==> src/assert_macros.svh <==
// Assertion helpers shared by the ring and top-level RTL files.
`ifndef ASSERT_MACROS_SVH
`define ASSERT_MACROS_SVH
`ifndef ASSERT_OFF
`define ASSERT_HOLDS(name, clk, rst, prop, msg) \
  name: assert property (@(posedge clk) disable iff (rst) (prop)) else $error(msg);
`define ASSERT_NEXT(name, clk, rst, ante, cons, msg) \
  name: assert property (@(posedge clk) disable iff (rst) (ante) |=> (cons)) else $error(msg);
`else
`define ASSERT_HOLDS(name, clk, rst, prop, msg)
`define ASSERT_NEXT(name, clk, rst, ante, cons, msg)
`endif
`endif

==> src/cmac_pkg.sv <==
package cmac_pkg;

  localparam int WINDOW_DEF = 20;
  localparam int ADC_MAX = 1023;

  // divider geometry
  localparam int DNUM_W = 34;
  localparam int DDEN_W = 18;
  localparam int DCNT_W = $clog2(DNUM_W + 1);

  localparam logic [12:0] REF_MV_RESET = 13'd5000;

  // coefficient numerator: (T16-400)*9472 + 65536*125 + 125/2
  localparam logic [13:0] COEF_SLOPE = 14'd9472;
  localparam logic [24:0] COEF_BASE = 25'd4403262;
  localparam int COEF_NUM_W = 25;
  // ceil(2^32 / 125), exact for any 25-bit numerator
  localparam logic [25:0] COEF_RECIP = 26'd34359739;
  localparam int COEF_SHIFT = 32;

  // compensated voltage thresholds, Q.4 mV
  localparam logic [17:0] VC_MIN = 18'd2400;
  localparam logic [17:0] VC_MAX = 18'd52800;
  localparam logic [17:0] SEG1_TOP = 18'd7168;
  localparam logic [17:0] SEG2_TOP = 18'd23312;

  localparam logic [9:0] SLOPE1 = 10'd684;
  localparam logic [9:0] SLOPE2 = 10'd698;
  localparam logic [9:0] SLOPE3 = 10'd530;
  // offsets with the +800 rounding term folded in
  localparam logic [25:0] OFS1_SUB = 26'd102112;
  localparam logic [25:0] OFS2_SUB = 26'd202400;
  localparam logic [25:0] OFS3_ADD = 26'd3645600;
  localparam int COND_NUM_W = 26;
  // ceil(2^37 / 1600), exact for any 26-bit numerator
  localparam logic [26:0] COND_RECIP = 27'd85899346;
  localparam int COND_SHIFT = 37;

  localparam logic [1:0] ST_VALID = 2'd0;
  localparam logic [1:0] ST_NO_SOLUTION = 2'd1;
  localparam logic [1:0] ST_OUT_OF_RANGE = 2'd2;

  typedef struct packed {
    logic [9:0]  adc_sample;
    logic [10:0] temperature_sixteenths;
  } in_t;

  typedef struct packed {
    logic [9:0]  average;
    logic [12:0] voltage_mv;
    logic [1:0]  status;
    logic [14:0] conductivity_us;
  } out_t;

  typedef struct packed {
    logic       start;
    logic [9:0] sample;
  } ring_req_t;

  typedef struct packed {
    logic              start;
    logic [DNUM_W-1:0] num;
    logic [DDEN_W-1:0] den;
    logic [DCNT_W-1:0] nbits;
  } div_req_t;

  typedef struct packed {
    logic              busy;
    logic              done;
    logic [DNUM_W-1:0] quo;
  } div_rsp_t;

endpackage

==> src/cmac_ring.sv <==
`include "assert_macros.svh"

module cmac_ring #(
  parameter int WINDOW = cmac_pkg::WINDOW_DEF,
  parameter int SUM_W = $clog2(WINDOW * cmac_pkg::ADC_MAX + 1)
) (
  input  logic                clk,
  input  logic                rst,
  input  cmac_pkg::ring_req_t req,
  output logic                done,
  output logic [SUM_W-1:0]    sum
);
  import cmac_pkg::*;

  localparam int POS_W = $clog2(WINDOW);

  logic [9:0]       mem [WINDOW];
  logic [WINDOW-1:0] filled;
  logic [POS_W-1:0] pos;
  logic [9:0]       rd_data;
  logic             rd_filled;
  logic [9:0]       sample_q;
  logic             busy;
  logic [9:0]       old_val;

  // an entry never written since reset reads as zero
  assign old_val = rd_filled ? rd_data : 10'd0;

  always_ff @(posedge clk) begin
    if (req.start) begin
      rd_data <= mem[pos];
    end
    if (busy) begin
      mem[pos] <= sample_q;
    end
  end

  always_ff @(posedge clk) begin
    if (req.start) begin
      sample_q <= req.sample;
    end
  end

  always_ff @(posedge clk) begin
    if (rst) begin
      filled    <= '0;
      pos       <= '0;
      sum       <= '0;
      busy      <= 1'b0;
      done      <= 1'b0;
      rd_filled <= 1'b0;
    end else begin
      busy <= req.start;
      done <= busy;
      if (req.start) begin
        rd_filled <= filled[pos];
      end
      if (busy) begin
        sum         <= sum - SUM_W'(old_val) + SUM_W'(sample_q);
        filled[pos] <= 1'b1;
        pos         <= (pos == POS_W'(WINDOW - 1)) ? '0 : pos + 1'b1;
      end
    end
  end

  `ASSERT_NEXT(a_update_one_cycle, clk, rst, busy, !busy && done, "ring update overran")
  `ASSERT_HOLDS(a_sum_bound, clk, rst, sum <= SUM_W'(WINDOW * ADC_MAX), "running sum too big")
  `ASSERT_HOLDS(a_pos_bound, clk, rst, pos <= POS_W'(WINDOW - 1), "ring position past end")

endmodule

==> config.mk <==
export PLATFORM = sky130hd
export DESIGN_NAME = cmac_ring
export DESIGN_NICKNAME = d
export VERILOG_FILES = /design/src/cmac_pkg.sv /design/src/cmac_ring.sv
export VERILOG_INCLUDE_DIRS = /design/src /design/src/src
export SDC_FILE = /design/constraint.sdc
export NUM_CORES = 1
export LEC_CHECK = 0
export BUFFER_PORTS_ARGS = -buffer_cell sky130_fd_sc_hd__buf_2
export CAP_MARGIN = 15
export CORE_MARGIN = 10
export CORE_UTILIZATION = 60
export DETAILED_ROUTE_END_ITERATION = 7
export PLACE_DENSITY_LB_ADDON = 0.3
export SYNTH_ARGS = -nofsm -noshare
export SYNTH_HDL_FRONTEND = slang
export SYNTH_SLANG_ARGS = --single-unit
==> constraint.sdc <==
create_clock -name clk -period 4 [get_ports clk]
set_input_delay 0.8 -clock clk [delete_from_list [all_inputs] [get_ports clk]]
set_output_delay 0.8 -clock clk [all_outputs]
set_load 0.01 [all_outputs]
## Word level (Yosys, flattened, before mapping)

Memories as Yosys holds them, arrays and structs flattened. A register that Yosys moved wholly into a read port is not among the register bits.
Cells that the tools add are included.

- Output and inout bits: 16
- Input port bits: 13
- Logic and storage cells: 24
- Latch bits: 0
- Register bits after elaboration: 53
- RAM bits: 200
- Memories kept: 1
- ROM bits: 0

- Add/subtract/negate cells: 3
- Reduce and logical (&&, ||, !) cells: 1
- Eq/ne operators: 1
- $mul: 0
- $lt $le $gt $ge: 2
- Div/mod/pow operators: 0
- Mux-type cells: 8
- Bitwise gates (word level): 1
- Shifts and indexed selects: 0

Memory list:

| name | words | bits a word | read ports | clocked after Yosys merged registers in | write ports | line | RTL |
|---|---|---|---|---|---|---|---|
| mem | 20 | 10 | 1 | 1 | 1 | cmac_ring.sv:17 | `logic [9:0] mem [WINDOW];` |

Operators by type and width:

| cell | count |
|---|---|
| 20-bit OR | 1 |
| 15-bit by 10-bit adder with 15-bit output | 1 |
| 15-bit by 10-bit subtractor with 15-bit output | 1 |
| 10-bit 2-to-1 mux | 1 |
| 5-bit by 6-bit less-than comparator with 1-bit output, second input constant | 1 |
| 5-bit by 1-bit adder with 5-bit output, second input constant | 1 |
| 1-bit binary-select mux with 5-bit select | 1 |
| 1-bit demux with 5-bit select | 1 |
| 5-bit == test, second input constant | 1 |
| 5-bit by 1-bit greater-or-equal comparator with 1-bit output, second input constant | 1 |
| 5-bit 2-to-1 mux | 1 |
| 1-bit 2-to-1 mux | 4 |
| 1-bit logical AND | 1 |

## Longest topological paths before layout

- Depth in word-level cells: 5
- Depth in mapped cells: 12
- Gate-level depth less buffers: 11

## Least setup slack after synthesis

Ideal clock, no wire load.

- Path kind: reg2reg
- Start point: register sample_q[1]
- End point: register sum[14]
- Arrival time: 2.950 ns
- Stages on the path, launching flop included: 11
- Setup time: 0.123 ns
- Clock period less this slack: 3.073 ns
- Setup slack: 0.927 ns
- Required time: 3.877 ns
- Path buffers: 0
- Cell sequence: edfxtp_1 > inv_1 > fa_1 > inv_1 > fa_1 > a21oi_1 > o211ai_1 > a41o_1 > a21oi_2 > mux2i_1 > mux2_1

- Cells in the longest elaborated chain, start to end: 1

Ends and longest elaborated chain:

| element | line | RTL |
|---|---|---|
| from (decl) | cmac_ring.sv:22 | `logic [9:0] sample_q;` |
| from (signal assigned) | cmac_ring.sv:40 | `sample_q <= req.sample;` |
| 15-bit by 10-bit adder with 15-bit output | cmac_ring.sv:59 | `sum <= sum - SUM_W'(old_val) + SUM_W'(sample_q);` |
| to (signal assigned) | cmac_ring.sv:59 |  |
| to (decl) | cmac_ring.sv:11 | `output logic [SUM_W-1:0] sum` |

No other way between the ends.
A chain may end at the register's enable or synchronous reset.

## Worst setup path after layout

- Start point: register rd_filled
- End point: register sum[14]

- Cells in the longest elaborated chain, start to end: 3

Ends and longest elaborated chain:

| element | line | RTL |
|---|---|---|
| from (decl) | cmac_ring.sv:21 | `logic rd_filled;` |
| from (signal assigned) | cmac_ring.sv:56 | `rd_filled <= filled[pos];` |
| 10-bit 2-to-1 mux | cmac_ring.sv:27 | `assign old_val = rd_filled ? rd_data : 10'd0;` |
| 15-bit by 10-bit subtractor with 15-bit output | cmac_ring.sv:59 |  |
| 15-bit by 10-bit adder with 15-bit output | cmac_ring.sv:59 |  |

No other way between the ends.

==> summary.md <==
| Metric | Value |
|---|---|
| Row cnt | `49` |
| Hold Path Stages | `1` |
| CTS buffer count | `27` |
| Number of synthesized flops with an enable pin | `220` |
| Initial antenna violation count | `0` |
| Post-CTS Hold Buffers | `0` |
| CTS tree | `built` |
| Max Fclk | `0.3144 GHz` |
| Storage cell area | `7472 sq um` |
| Total wire length | `22380 um` |
| Setup CP Type | `reg -> reg` |
| Initial Util | `61.06%` |
| CP most frequent cell | `fa_1` |
| CP max FO | `11` |
| DRC violations left | `0` |
| Routed vias/inst | `6.111` |
| R2R Path End | `sum[14]` |
| Final Max Slew Viols | `0` |
| Crit path max-delay family | `adder cells` |
| P per Cell Area | `536.8 nW/um^2` |
| Core area | `18020 sq um` |
| Global-route wire length before repair | `35290 um` |
| Slew HR | `26.03%` |
| Primary FF master, synth | `edfxtp_1` |
| CP max stage delay | `490 ps` |
| PortBufs | `28` |
| Num ports | `29` |
| CTS resizes | `0` |
| Syn Std Cell Area | `11010 sq um` |
| Synth area leaders | `edfxtp_1 (60%), mux4_2 (12%), dfxtp_1 (7.8%)` |
| Mean Syn Cell Area | `16.40 sq um` |
| RePlAce Congestion | `0.8587` |
| Vias in the first global route | `6056` |
| RSZ-0062 raised after global routing | `no` |
| Starting DRT DRC Count | `524` |
| Syn Inst Count | `671` |
| Static Leak | `4.258 nW` |
| CTS Buffer Depth | `3` |
| Synth area leader | `edfxtp_1` |
| Tcrit/Tclk final | `79.53%` |
| Design area | `12290 sq um` |
| Tightest Pin Transition | `1108 ps` |
| CTS root buf | `clkbuf_16` |
| Max-cap violations | `0` |
| # fillers | `1165` |
| FFs w/ async S/R, synth | `0%` |
| Net count after synthesis | `713` |
| Routed vias | `5891` |
| End of the critical path | `sum[14]` |
| Critical R2R Launch | `rd_filled` |
| Met2 WL | `11120 um` |
| Reg2reg setup slack | `820 ps` |
| CTS HTree Levels | `1` |
| GRT overflow | `0` |
| Post-CTS setup buffers | `0` |
| Netlist cell types | `44` |
| Die Area | `24160 sq um` |
| Crit path time final | `3181 ps` |
| # diodes | `0` |
| Aggregate global-route resource usage | `18.82%` |
| # nets final | `756` |
| Die width | `155.4 um` |
| CP startpoint kind | `register` |
| #FFs+latches synth | `263` |
| Hold Violations, Final | `0` |
| DP Area | `11400 sq um` |
| Setup_tns | `0 ps` |
| Clock slew at reported path FFs | `60 ps` |
| Slowest library cell on the worst path | `fa_1` |
| Worst path depth | `10` |
| CTS Sinks | `263` |
| M1 wire length | `9223 um` |
| Sequential share of the synthesized area | `67.85%` |
| DR top layer | `met4` |
| Met3 wire len | `1660 um` |
| Area fraction of the dominant cell type after synthesis | `60.03%` |
| Post-detail-place hpwl | `14260 um` |
| Wire length per cell | `23.21 um` |
| Skew final | `18.37 ps` |
| Post-route ant nets | `0` |
| Synth warn | `0` |
| Critical path, cell by cell | `and2_1 > fa_1 > inv_1 > fa_1 > a21oi_1 > o211ai_1 > a41o_1 > a21oi_2 > mux2i_1 > mux2_1` |
| Synth-to-layout area growth | `11.66%` |
| Multi-input logic area | `3212 sq um` |
| Worst-skew pair later-pin latency | `530 ps` |
| Die Y | `155.4 um` |
| Crit path required time | `4400 ps` |
| Final setup vio count | `0` |
| Hold WC Path Type | `in -> reg` |
| Data arrival, critical path | `3580 ps` |
| Peak supply drop | `0.0003770 V` |
| Outcome | `finished clean` |
| Fraction of layout cells with a size suffix above 1 | `21.22%` |
| R2R depth | `10` |
| First-pass DRT Iterations | `5` |
| Origin of the worst setup path | `rd_filled` |
| Critical Path Sink Type | `register` |
| Largest net degree at the start of global routing | `52` |
| CP bufs+invs | `1` |
==> logic make-up (layout without fill, tap and decap cells) <==
kind of cell | after synthesis | after routing | synth area share (%)
adder cells (fa/ha/maj) | 29 | 29 | 3.979
multiplexers | 87 | 87 | 14.52
XOR/XNOR | 12 | 12 | 0.9550
AND/OR/NAND/NOR | 137 | 137 | 5.946
buffers and inverters | 77 | 141 | 3.024
AO/OA/AOI/OAI | 66 | 66 | 3.729
flip-flops | 263 | 263 | 67.85
==> routing by layer <==
layer	global-route usage, %	vias to the layer above
met3	3.281	28
li1	-	2618
met5	0	-
met1	25.72	3008
met4	5.080	0
met2	30.69	237
==> per-stage QoR <==
| stage | worst slack (ps) | power [mW] | std cells | util [%] | hold slack (ps) |
|---|---|---|---|---|---|
| 3_3_place_gp | 933.5 | 4.145 | 914 | 63.27 | 443.7 |
| 3_5_place_dp | 858.7 | 4.186 | 914 | 63.27 | 461.2 |
| 5_1_grt | 613.8 | 6.860 | 964 | 68.18 | 438.3 |
| 2_1_floorplan | 926.6 | 3.934 | 671 | - | 434.8 |
| 4_1_cts | 821.2 | 6.624 | 964 | 68.18 | 436.1 |
| 6_report | 818.9 | 6.597 | 964 | 68.18 | 451.0 |
==> cells in the mapped netlist (all sizes together), types with 3 or more instances <==
library cell and count:
mux4 57, a21o 5, o211ai 3, o21ai 16, inv 48, nor2b 6, nand2b 6, xor2 4
clkbuf 14, ha 19, mux2i 19, fa 10, and3 5, xnor2 8, mux2 11, nor2 59
and2 26, edfxtp 220, dfxtp 43, o22ai 6, nand2 19, a21oi 17, buf 15, nand3 5
nor3 5, a22oi 9
==> where the power goes <==
| part | switching (mW) | internal, mW |
|---|---|---|
| Clock | 0.996 | 1.46 |
| Sequential | 0.0767 | 3.06 |
| Combinational | 0.561 | 0.449 |
==> cell type report <==
cell class	count	share of cell area, %
flip-flops and latches	263	60.80
multi-input cells	331	26.14
clock buffers	34	6.129
well taps	229	2.331
repair buffers	43	2.057
inverters	48	1.466
clock inverters	16	1.079
==> state kept, by name (all words and copies together), names as in the netlist <==
| register | flops |
|---|---|
| sample_q | 10 |
| sum | 15 |
| done | 1 |
| mem | 200 |
| pos | 5 |
| rd_filled | 1 |
| rd_data | 10 |
| busy | 1 |
| filled | 20 |
==> worst min path at each step <==
stage / from / to / slack [ps]
after floorplan: filled[10] / filled[10] / 430
after global placement: filled[18] / filled[18] / 440
after detailed placement: filled[17] / filled[17] / 460
after CTS: req[8] / sample_q[8] / 440
final: req[9] / sample_q[9] / 450
after global routing: req[9] / sample_q[9] / 440
==> cells in the final DEF, fill, tap and decap left out, types with 4 or more instances in the layout <==
cell type  count
edfxtp_1     220
nor2_1        59
mux4_2        57
inv_1         48
dfxtp_1       41
clkbuf_16     28
buf_2         28
and2_1        26
nand2_1       19
mux2i_1       19
ha_1          19
a21oi_1       16
buf_4         15
o21ai_1       10
fa_1          10
mux2_2         9
a22oi_1        9
xnor2_1        8
clkinv_2       7
nor2b_1        6
o22ai_1        6
nand2b_1       6
o21ai_0        6
nor3_1         5
and3_1         5
a21o_1         5
nand3_1        5
xor2_1         4
clkinv_1       4
Note: power is estimated with default switching activity, not from simulation.
