$ cat src/assert_macros.svh
// Assertion helpers shared by the ring and top-level RTL files.
`ifndef ASSERT_MACROS_SVH
`define ASSERT_MACROS_SVH
`ifndef ASSERT_OFF
`define ASSERT_HOLDS(name, clk, rst, prop, msg) \
  name: assert property (@(posedge clk) disable iff (rst) (prop)) else $error(msg);
`define ASSERT_NEXT(name, clk, rst, ante, cons, msg) \
  name: assert property (@(posedge clk) disable iff (rst) (ante) |=> (cons)) else $error(msg);
`else
`define ASSERT_HOLDS(name, clk, rst, prop, msg)
`define ASSERT_NEXT(name, clk, rst, ante, cons, msg)
`endif
`endif

$ cat src/cmac_pkg.sv
package cmac_pkg;

  localparam int WINDOW_DEF = 20;
  localparam int ADC_MAX = 1023;

  // divider geometry
  localparam int DNUM_W = 34;
  localparam int DDEN_W = 18;
  localparam int DCNT_W = $clog2(DNUM_W + 1);

  localparam logic [12:0] REF_MV_RESET = 13'd5000;

  // coefficient numerator: (T16-400)*9472 + 65536*125 + 125/2
  localparam logic [13:0] COEF_SLOPE = 14'd9472;
  localparam logic [24:0] COEF_BASE = 25'd4403262;
  localparam int COEF_NUM_W = 25;
  // ceil(2^32 / 125), exact for any 25-bit numerator
  localparam logic [25:0] COEF_RECIP = 26'd34359739;
  localparam int COEF_SHIFT = 32;

  // compensated voltage thresholds, Q.4 mV
  localparam logic [17:0] VC_MIN = 18'd2400;
  localparam logic [17:0] VC_MAX = 18'd52800;
  localparam logic [17:0] SEG1_TOP = 18'd7168;
  localparam logic [17:0] SEG2_TOP = 18'd23312;

  localparam logic [9:0] SLOPE1 = 10'd684;
  localparam logic [9:0] SLOPE2 = 10'd698;
  localparam logic [9:0] SLOPE3 = 10'd530;
  // offsets with the +800 rounding term folded in
  localparam logic [25:0] OFS1_SUB = 26'd102112;
  localparam logic [25:0] OFS2_SUB = 26'd202400;
  localparam logic [25:0] OFS3_ADD = 26'd3645600;
  localparam int COND_NUM_W = 26;
  // ceil(2^37 / 1600), exact for any 26-bit numerator
  localparam logic [26:0] COND_RECIP = 27'd85899346;
  localparam int COND_SHIFT = 37;

  localparam logic [1:0] ST_VALID = 2'd0;
  localparam logic [1:0] ST_NO_SOLUTION = 2'd1;
  localparam logic [1:0] ST_OUT_OF_RANGE = 2'd2;

  typedef struct packed {
    logic [9:0]  adc_sample;
    logic [10:0] temperature_sixteenths;
  } in_t;

  typedef struct packed {
    logic [9:0]  average;
    logic [12:0] voltage_mv;
    logic [1:0]  status;
    logic [14:0] conductivity_us;
  } out_t;

  typedef struct packed {
    logic       start;
    logic [9:0] sample;
  } ring_req_t;

  typedef struct packed {
    logic              start;
    logic [DNUM_W-1:0] num;
    logic [DDEN_W-1:0] den;
    logic [DCNT_W-1:0] nbits;
  } div_req_t;

  typedef struct packed {
    logic              busy;
    logic              done;
    logic [DNUM_W-1:0] quo;
  } div_rsp_t;

endpackage

$ cat src/cmac_div.sv
module cmac_div (
  input  logic               clk,
  input  logic               rst,
  input  cmac_pkg::div_req_t req,
  output cmac_pkg::div_rsp_t rsp
);
  import cmac_pkg::*;

  logic [DNUM_W-1:0] numr;
  logic [DNUM_W-1:0] quo;
  logic [DDEN_W-1:0] den;
  logic [DDEN_W-1:0] rem;
  logic [DCNT_W-1:0] cnt;
  logic              busy;
  logic              done;
  logic [DDEN_W:0]   trial;
  logic [DDEN_W:0]   diff;
  logic              fits;

  // restoring division, one quotient bit per cycle
  assign trial = {rem, numr[DNUM_W-1]};
  assign diff  = trial - {1'b0, den};
  assign fits  = trial >= {1'b0, den};

  assign rsp.busy = busy;
  assign rsp.done = done;
  assign rsp.quo  = quo;

  always_ff @(posedge clk) begin
    if (req.start && !busy) begin
      // align the used bits to the top so iteration starts at the MSB
      numr <= req.num << (DCNT_W'(DNUM_W) - req.nbits);
      den  <= req.den;
      rem  <= '0;
      quo  <= '0;
    end else if (busy) begin
      numr <= {numr[DNUM_W-2:0], 1'b0};
      rem  <= fits ? diff[DDEN_W-1:0] : trial[DDEN_W-1:0];
      quo  <= {quo[DNUM_W-2:0], fits};
    end
  end

  always_ff @(posedge clk) begin
    if (rst) begin
      busy <= 1'b0;
      done <= 1'b0;
      cnt  <= '0;
    end else begin
      done <= busy && (cnt == DCNT_W'(1));
      if (req.start && !busy) begin
        busy <= 1'b1;
        cnt  <= req.nbits;
      end else if (busy) begin
        cnt <= cnt - 1'b1;
        if (cnt == DCNT_W'(1)) begin
          busy <= 1'b0;
        end
      end
    end
  end

endmodule

$ cat config.mk
export PLATFORM = sky130hd
export DESIGN_NAME = cmac_div
export DESIGN_NICKNAME = d
export VERILOG_FILES = /design/src/assert_macros.svh /design/src/cmac_pkg.sv /design/src/cmac_div.sv
export SDC_FILE = /design/constraint.sdc
export NUM_CORES = 1
export LEC_CHECK = 0
export BUFFER_PORTS_ARGS = -buffer_cell sky130_fd_sc_hd__buf_2
export CAP_MARGIN = 30
export CORE_MARGIN = 2
export CORE_UTILIZATION = 60
export CTS_BUF_LIST = sky130_fd_sc_hd__clkbuf_4
export DETAILED_ROUTE_END_ITERATION = 16
export GPL_TIMING_DRIVEN = 0
export PLACE_DENSITY = 0.95
export SLEW_MARGIN = 15
export SYNTH_ARGS = -nofsm -noshare
export SYNTH_HDL_FRONTEND = slang
export SYNTH_SLANG_ARGS = --single-unit
$ cat constraint.sdc
create_clock -name clk -period 2.8 [get_ports clk]
set_input_delay 0.14 -clock clk [delete_from_list [all_inputs] [get_ports clk]]
set_output_delay 0.14 -clock clk [all_outputs]
set_load 0.1 [all_outputs]
# Word level (Yosys, flattened, before mapping)
# Cells that the tools add are included.
# totals
regBits	112
output_inout_bits	36
elab_cells	25
# op_classes
addsub	3
n_lt_le_gt_ge	1
eq_ne	1
shifts	1
muxes	8
reduce_logical	4
# ops
operator	count
$mux W34	2
$shl A34 B6 Y34	1
$ge A19 B18 Y1	1
$mux W18	1
$sub A18 B18 Y18	1
$mux W6	2
$eq A6 B1 Y1 const B	1
$sub A6 B1 Y6 const B	1
$sub A6 B6 Y6 const A	1
$mux W1	3
$logic_and A1 B1 Y1	2
$reduce_bool A2 Y1	1
$logic_not A1 Y1	1

# Longest topological paths before layout
# Gate-level depths: netlist (run 1).
# depth
depth_word	4
ltp_mapped	11
mapped_depth_nobuf	10

# Least setup slack after synthesis (run 1)
# Ideal clock, no wire load.
# synth_timing
kind	flip-flop to flip-flop
startpoint	reg numr[33]
endpoint	reg rem[12]
setup_time_ns	0.083
arrival_ns	2.208
required_time_ns	2.717
path_slack_ns	0.509
stages_incl_launch_ff	11
n_path_buf	0
synth_period_minus_slack_ns	2.291
cell_sequence	edfxtp_1 -> inv_1 -> ha_1 -> inv_1 -> fa_1 -> a211o_1 -> a21o_1 -> a221oi_1 -> xnor2_1 -> o21ai_0 -> o221ai_1
# synth_between
elab_chain_len	2
elab_cells_between_ends	3
classes_between	1 x add/sub; 1 x order compare; 1 x mux
# synth_rtl
element	line	rtl
start, declared	cmac_div.sv:9	logic [DNUM_W-1:0] numr;
start signal, assigned	cmac_div.sv:32	numr <= req.num << (DCNT_W'(DNUM_W) - req.nbits);
start signal, assigned	cmac_div.sv:37	numr <= {numr[DNUM_W-2:0], 1'b0};
$sub A18 B18 Y18 / $ge A19 B18 Y1 (equally long branches)	cmac_div.sv:22, cmac_div.sv:23	
$mux W18 (*)	cmac_div.sv:38	rem <= fits ? diff[DDEN_W-1:0] : trial[DDEN_W-1:0];
end signal, assigned	cmac_div.sv:38	
end, declared	cmac_div.sv:12	logic [DDEN_W-1:0] rem;
# Mark *: on every way between the ends. The rest lies on a longest branch, timed or not.
# A chain may end at the register's enable or synchronous reset.

# Final worst setup path (run 1)
# layout_timing
startpoint	reg numr[33]
endpoint	reg rem[14]
# Same word-level chain as after synthesis.

==> results of run 1 <==
==> area by class of cell <==
cell class / count / area [um^2]
inverter: 29 / 108.9
clock inverter: 7 / 105.1
buffer: 57 / 287.8
clock buffer: 9 / 67.56
tap: 143 / 178.9
fill: 846 / 3377
multi-input combinational: 583 / 3980
antenna: 1 / 2.502
timing repair buffer: 111 / 645.6
sequential: 112 / 2763
==> state kept, by name (all words and copies together) (netlist names) <==
signal	count
numr	34
rem	18
quo	34
den	18
busy	1
done	1
cnt	6
==> routing by layer <==
layer | GRT usage | part of all wire | up-vias | wire length (um)
met1 | 0.4071 | 0.41 | 3105 | 7868
li1 | - | - | 3090 | -
met3 | 0.06213 | 0.090 | 73 | 1730
met2 | 0.4926 | 0.47 | 398 | 8965
met4 | 0.1114 | 0.031 | 0 | 594
met5 | 0 | 0 | - | 0
==> cell usage in the layout, fill, tap and decap left out, drive strengths merged, types with 13 or more instances in the layout <==
| cell | instances |
|---|---|
| a21oi | 32 |
| nor3 | 13 |
| o211ai | 18 |
| mux4 | 24 |
| ha | 21 |
| xnor2 | 14 |
| buf | 127 |
| o21ai | 61 |
| nor2 | 42 |
| a211oi | 15 |
| nand2 | 175 |
| edfxtp | 52 |
| inv | 33 |
| dlygate4sd3 | 18 |
| dfxtp | 60 |
| clkbuf | 32 |
| mux2i | 30 |
==> cells by family after synthesis <==
group | after synthesis | synth area share
compound gates | 203 | 0.1939
xor+xnor | 25 | 0.03491
mux | 60 | 0.1274
simple gates | 273 | 0.1614
fa+ha+maj | 22 | 0.03965
buf+inv | 86 | 0.05544
flops | 112 | 0.3874
==> stage by stage <==
| stage | util | setup WS, ns | area, um^2 | hold WS (ns) |
|---|---|---|---|---|
| 3_3_place_gp | 0.6753 | 0.08237 | 7776 | 0.3165 |
| 6_report | 0.7068 | 0.2191 | 8139 | 0.009500 |
| 5_1_grt | 0.7068 | 0.06746 | 8139 | 0.02263 |
| 2_1_floorplan | - | 0.5093 | 7132 | 0.2389 |
| 3_5_place_dp | 0.6753 | 0.05684 | 7776 | 0.3185 |
| 4_1_cts | 0.7059 | 0.1207 | 8129 | 0.008555 |
==> power groups by stage <==
stage          combinational, mW  clock (mW)  sequential [mW]
6_report                    2.26       0.955             2.10
5_1_grt                     2.47        1.00             2.13
4_1_cts                     2.19       0.933             2.10
3_5_place_dp                2.16           0             2.13
3_3_place_gp                2.11           0             2.13
2_1_floorplan               1.59           0             2.17
==> repair_timing <==
| action | in CTS | in global routing |
|---|---|---|
| endpoints found under the setup margin | 0 | 4 |
| gates resized for setup | 0 | 3 |
| hold endpoints to repair | 18 | 0 |
| hold buffers | 18 | 0 |
==> how the worst min path moves through the flow <==
stage,from,endpoint,slack [ns],depth (start not counted)
detailed placement,req[18],den[12],0.32,1
global route,rst,cnt[4],0.02,2
CTS,rst,cnt[3],0.009,2
global placement,req[20],den[14],0.32,1
finish,rst,cnt[3],0.01,2
floorplan,req[6],den[0],0.24,0
==> impl_metrics.yaml, run 1 <==
routing:
  vias_per_cell: 6.337
  route.detailed.drc: 2
  wl_per_cell_um: 18.21
  drtPass1Iterations: 12
  drtIter0Drc: 873
  ant_nets: 0
  via_count: 6666
  wirelength_um: 19160
yosys:
  synth_area_leaders: "edfxtp_1, dfxtp_1, nand2_1"
  yosysSeqAreaShare: 0.3874
  synth-async-reset-ratio: 0
  ys.flop_type: "dfxtp_1"
  ys_top_cells_by_count: "nand2_1, dfxtp_1, o21ai_0"
  post_synth_inst_count: 781
  avgSynthCellArea_um2: 9.132
  synth_fp_nets: 864
  yosys_warnings: 0
  netlist_area_um2: 7132
  synth_enable_flop_cells: 52
  synth_top_area_frac: 0.2189
  synth_largest_area_cell: "edfxtp_1"
  yosysMostFrequentCell: "nand2_1"
  yosys_register_bits: 112
  synth.distinct_cells: 65
timing:
  finalClockSkew_ns: 0.03285
  fin_crit_ns: 2.581
  max_freq_mhz: 387.5
  slew_headroom: 0.4314
  fin_crit_sh: 0.9217
  setup_tns_ns: 0
  setup_viol: 0
  rsz0062_at_grt: "no"
  slew_violations: 0
  hold_viol: 0
  tightest_slew_ns: 0.8520
global_route:
  grt_pass1_vias: 6409
  grt_pass1_wl_um: 31260
  grt_remaining_overflow: 0
  grt_max_degree: 36
  antenna_found_initial: 1
  grt.total_usage: 0.3041
run:
  maxCapViolCount: 0
outcome:
  violations: "design-rule violations"
  status: "finished with violations"
setup_path:
  worst-path-buf-inv: 2
  cp_cell_sequence: "inv_1 > ha_1 > inv_1 > fa_1 > a211o_1 > a21oi_1 > o211ai_1 > a21oi_1 > xnor2_1 > o31ai_1"
  crit_path_start: "numr[33]"
  reg2reg_from: "numr[33]"
  cpMaxStageDelayCell: "fa_1"
  crit_type: "flop to flop"
  cp-end-kind: "flop"
  cp.required_ns: 3.24
  critPathLaunchType: "flop"
  reg2reg_depth: 10
  cp_top_family: "compound AO/OA/AOI/OAI gates"
  worstPathMaxFanout: 3
  slowest_delay_ns: 0.43
  cp-endpoint: "rem[14]"
  cp.depth: 10
  worstPathArrival_ns: 3.02
  r2r_end: "rem[14]"
  rrSetupSlack_ns: 0.22
power:
  pwr-share-seq: 0.395
  clkPwrFrac: 0.179
  pwr-share-comb: 0.426
  max-vdd-ir-drop_mv: 0.3315
  power.leakage_nw: 3.407
  switchingPower_mw: 2.180
  p_int_mw: 3.141
  p_per_area_nw_per_um2: 653.8
  swShare: 0.4097
  totalPowerFinal_mw: 5.321
cts:
  cts_root_buffer: "clkbuf_4"
  clockBufferDepth: 2
  path_clk_slew_ns: 0.21
  insertion_delay_ns: 0.53
  cts_setup_buffers: 0
  htreeDepth: 3
  cts_tree: "yes"
  cts.sinks: 112
  cts_buffers: 9
floorplan:
  ios: 97
  start_util: 0.6193
  core_um2: 11520
  rows: 39
  die-area_um2: 12770
  dieHeight_um: 113.0
  chipWidth_um: 113.0
placement:
  portBuffers: 93
  dp.cells: 1017
  place.gp.congestion: 1.009
  dp.final_hpwl_um: 13940
finish:
  drive_gt1_frac: 0.2037
  fin_cells: 1052
  syn2layout_area_growth_pct: 14.12
  final_nets: 986
min_path:
  hold_class: "input pin to flop"
(Power assumes the default switching activity.)
==> inputs of run 2 (changes only) <==
- RECOVER_POWER: not set -> 25
==> impl_metrics.yaml, run 2 (same netlist as run 1, synthesis figures left out) <==
outcome:
  status: "finished with violations"
  violations: "design-rule violations"
floorplan:
  start_util: 0.6193
  ios: 97
  chipWidth_um: 113.0
  core_um2: 11520
  dieHeight_um: 113.0
  rows: 39
  die-area_um2: 12770
setup_path:
  critPathLaunchType: "flop"
  reg2reg_depth: 10
  rrSetupSlack_ns: 0.22
  worstPathArrival_ns: 3.03
  cp_top_family: "compound AO/OA/AOI/OAI gates"
  cp-endpoint: "rem[14]"
  r2r_end: "rem[14]"
  cp-end-kind: "flop"
  cp.required_ns: 3.25
  cp_cell_sequence: "inv_1 > ha_1 > inv_1 > fa_1 > a211o_1 > a21oi_1 > o211ai_1 > a21oi_1 > xnor2_1 > o31ai_1"
  worst-path-buf-inv: 2
  slowest_delay_ns: 0.44
  crit_path_start: "numr[33]"
  crit_type: "flop to flop"
  reg2reg_from: "numr[33]"
  worstPathMaxFanout: 3
  cpMaxStageDelayCell: "fa_1"
  cp.depth: 10
cts:
  path_clk_slew_ns: 0.21
  clockBufferDepth: 2
  cts_tree: "yes"
  cts.sinks: 112
  insertion_delay_ns: 0.53
  cts_root_buffer: "clkbuf_4"
  cts_setup_buffers: 0
  cts_buffers: 9
  htreeDepth: 3
timing:
  slew_headroom: 0.1806
  setup_tns_ns: 0
  setup_viol: 0
  slew_violations: 0
  max_freq_mhz: 388.1
  hold_viol: 0
  rsz0062_at_grt: "no"
  worst_hold_slack_ns: 0.008290
  worst_slack_ns: 0.2235
  fin_crit_ns: 2.577
  finalClockSkew_ns: 0.03490
  tightest_slew_ns: 1.234
  fin_crit_sh: 0.9202
finish:
  final_nets: 986
  final_cell_mix: "nand2_1, buf_2, dfxtp_1"
  syn2layout_area_growth_pct: 13.54
  final_common_cell: "nand2_1"
  largestRegisters: "numr: 34 flops, quo: 34 flops"
  drive_gt1_frac: 0.1663
  final_area_um2: 8098
global_route:
  grt.total_usage: 0.3041
  grt_pass1_vias: 6409
  grt_max_degree: 36
  antenna_found_initial: 1
  grt_pass1_wl_um: 31260
  grt_remaining_overflow: 0
placement:
  portBuffers: 93
  dp.final_hpwl_um: 13940
  pre_cts_ws_ns: 0.05684
  place.gp.congestion: 1.009
  place_area_um2: 7776
power:
  power.leakage_nw: 3.265
  max-vdd-ir-drop_mv: 0.3336
  p_per_area_nw_per_um2: 656.8
routing:
  wirelength_um: 19180
  drtIter0Drc: 908
  via_count: 6711
  ant_nets: 0
  vias_per_cell: 6.379
  route.detailed.drc: 2
  wl_per_cell_um: 18.23
  drtPass1Iterations: 14
min_path:
  hold_class: "input pin to flop"
  hp-start: "rst"
run:
  maxCapViolCount: 0
==> run 2: cell count changes in the layout (fill, tap and decap cells not counted) <==
cell,previous run,this run
buf_2,117,84
clkbuf_1,22,55
inv_1,27,28
inv_2,2,1
==> run 2: per-layer routing <==
layer,part of all wire,routed length (um),track usage,up-vias
li1,-,-,-,3094
met5,0,0,0,-
met1,0.41,7921,0.4071,3145
met2,0.47,8958,0.4926,401
met3,0.089,1713,0.06213,71
met4,0.031,589,0.1114,0
==> run 2: area by class of cell <==
cell class | instances | area (um^2)
repair buffers | 111 | 604.3
flip-flops and latches | 112 | 2763
multi-input cells | 583 | 3980
inverters | 29 | 108.9
clock buffers | 9 | 67.56
fillers | 868 | 3418
clock inverters | 7 | 105.1
well taps | 143 | 178.9
diodes | 1 | 2.502
plain buffers | 57 | 287.8
==> run 2: where the power goes <==
| group | switching [mW] | leakage (nW) | total, mW | internal, mW |
|---|---|---|---|---|
| sequential | 0.144 | 1.02 | 2.10 | 1.96 |
| clock | 0.644 | 0.0917 | 0.953 | 0.309 |
| combinational | 1.39 | 2.16 | 2.26 | 0.870 |
| total | 2.18 | 3.26 | 5.32 | 3.14 |
==> run 2: stage by stage <==
step                cells    util  power, mW
floorplan             781       -      3.760
global placement     1017  0.6753      4.233
detailed placement   1017  0.6753      4.290
CTS                  1051  0.7059      5.224
global route         1052  0.7032      5.596
finish               1052  0.7032      5.319
==> run 2: worst min-delay path by stage <==
stage                     endpoint  cells after the start
after floorplan             den[0]                      0
after global placement     den[14]                      1
after detailed placement   den[12]                      1
after CTS                   cnt[3]                      2
after global routing        cnt[4]                      2
final                       cnt[3]                      2
==> run 2: worst reg2reg max path: cells and delay by family (launching register included) <==
kind	cells	cell delay [ns]
AOI/OAI and AO/OA	5	1.27
DFF	1	0.40
adders and majority gates	2	0.59
xor gates and xnor gates	1	0.11
buffers and inverters	2	0.13
==> run 2: repair_timing <==
item | 4_1_cts | 5_1_grt
hold endpoints to repair | 18 | 0
gates resized for setup | 0 | 3
hold buffers | 18 | 0
setup endpoints to repair | 0 | 4
==> inputs of run 3 (changes only) <==
- MAX_ROUTING_LAYER: not set -> met4
==> impl_metrics.yaml, run 3 (same netlist as run 1, synthesis figures left out) <==
timing:
  slew_violations: 0
  rsz0062_at_grt: "no"
  max_freq_mhz: 389.2
  fin_crit_ns: 2.569
  finalClockSkew_ns: 0.01550
  tightest_slew_ns: 1.214
  setup_tns_ns: 0
  hold_viol: 0
  fin_crit_sh: 0.9176
  setup_viol: 0
  slew_headroom: 0.1945
min_path:
  hold_class: "input pin to flop"
global_route:
  antenna_found_initial: 1
  grt_max_degree: 36
  grt.total_usage: 0.3122
  grt_pass1_vias: 6523
  grt_remaining_overflow: 0
  grt_pass1_wl_um: 31320
setup_path:
  cp-end-kind: "flop"
  worstPathArrival_ns: 3.01
  rrSetupSlack_ns: 0.23
  cp.required_ns: 3.24
  critPathLaunchType: "flop"
  worstPathMaxFanout: 10
  crit_type: "flop to flop"
routing:
  wl_per_cell_um: 18.17
  route.detailed.drc: 2
  via_count: 6762
  wirelength_um: 19120
  ant_nets: 0
  drtIter0Drc: 826
  vias_per_cell: 6.428
  drtPass1Iterations: 12
floorplan:
  ios: 97
  dieHeight_um: 113.0
  start_util: 0.6193
  rows: 39
  core_um2: 11520
  die-area_um2: 12770
  chipWidth_um: 113.0
power:
  max-vdd-ir-drop_mv: 0.4664
  totalPowerFinal_mw: 5.303
  power.leakage_nw: 3.260
  p_per_area_nw_per_um2: 655.5
cts:
  cts_buffers: 9
  cts.sinks: 112
  cts_tree: "yes"
  cts_setup_buffers: 0
  insertion_delay_ns: 0.51
  htreeDepth: 3
  clockBufferDepth: 2
  cts_root_buffer: "clkbuf_4"
  path_clk_slew_ns: 0.19
placement:
  portBuffers: 93
  dp.cells: 1017
  dp.final_hpwl_um: 14040
  place.gp.congestion: 1.053
outcome:
  status: "finished with violations"
  violations: "design-rule violations"
finish:
  syn2layout_area_growth_pct: 13.44
  fin_cells: 1052
  register_area_um2: 2763
  n_fill_cell: 870
  final_cell_mix: "nand2_1, buf_2, dfxtp_1"
  final_nets: 986
  drive_gt1_frac: 0.1652
  multi_input_area_um2: 3980
  largestRegisters: "numr: 34 flops, quo: 34 flops"
  final_common_cell: "nand2_1"
run:
  maxCapViolCount: 0
==> run 3: changes by cell type in the layout (fill, tap and decap cells not counted) <==
cell      previous run  this run
buf_2               84        85
clkbuf_2             1         0
clkinv_1             0         1
clkinv_4             0         1
clkinv_8             2         1
inv_4                1         0
inv_6                1         0
inv_8                1         2
==> run 3: where the power goes <==
group          switching [mW]  total (mW)  internal, mW
clock network           0.622       0.925         0.303
registers               0.143        2.10          1.96
logic                    1.41        2.28         0.866
==> run 3: cell type report <==
class / instances / share of cell area
multi-input cells: 583 / 0.4920
flip-flops and latches: 112 / 0.3415
repair buffers: 111 / 0.07485
plain buffers: 57 / 0.03542
well taps: 143 / 0.02212
inverters: 29 / 0.01345
clock inverters: 7 / 0.01206
clock buffers: 9 / 0.008351
diodes: 1 / 0.0003093
==> run 3: worst paths after layout <==
path,to,startpoint,cells past startpoint
setup / recovery,rem[13],den[13],11
hold reg to reg,quo[16],quo[16],2
setup reg to reg,rem[13],den[13],11
hold / removal,cnt[1],req[1],4
==> run 3: repair_timing <==
item / in CTS / in global routing
hold endpoints to repair: 18 / 0
setup endpoints to repair: 0 / 2
hold buffers: 18 / 0
gates resized for setup: 0 / 1
==> run 3: stage by stage <==
stage / util / area, um^2 / hold slack [ns] / worst slack [ns]
floorplan: - / 7132 / 0.2389 / 0.5093
global placement: 0.6753 / 7776 / 0.3162 / 0.1328
detailed placement: 0.6753 / 7776 / 0.3183 / 0.05386
CTS: 0.7052 / 8122 / 0.005660 / 0.1126
global route: 0.7025 / 8090 / 0.03293 / 0.06090
finish: 0.7025 / 8090 / 0.02748 / 0.2306
==> run 3: worst max-delay path, cell delays in order, from the launching register on <==
cell,delay [ns]
edfxtp_1,0.36
inv_1,0.04
ha_1,0.27
buf_2,0.19
nand2_1,0.08
o21ai_0,0.26
nand4_1,0.14
nand3_1,0.11
clkbuf_1,0.38
buf_2,0.34
nor2_1,0.10
o31ai_1,0.24
==> run 3: layer usage <==
layer | share of wire | vias to the layer above | routed length [um] | track usage
li1 | - | 3106 | - | -
met1 | 0.40 | 3184 | 7733 | 0.3981
met2 | 0.48 | 408 | 9120 | 0.5006
met3 | 0.087 | 64 | 1654 | 0.04499
met4 | 0.032 | 0 | 606 | 0.1350
met5 | 0 | - | 0 | -
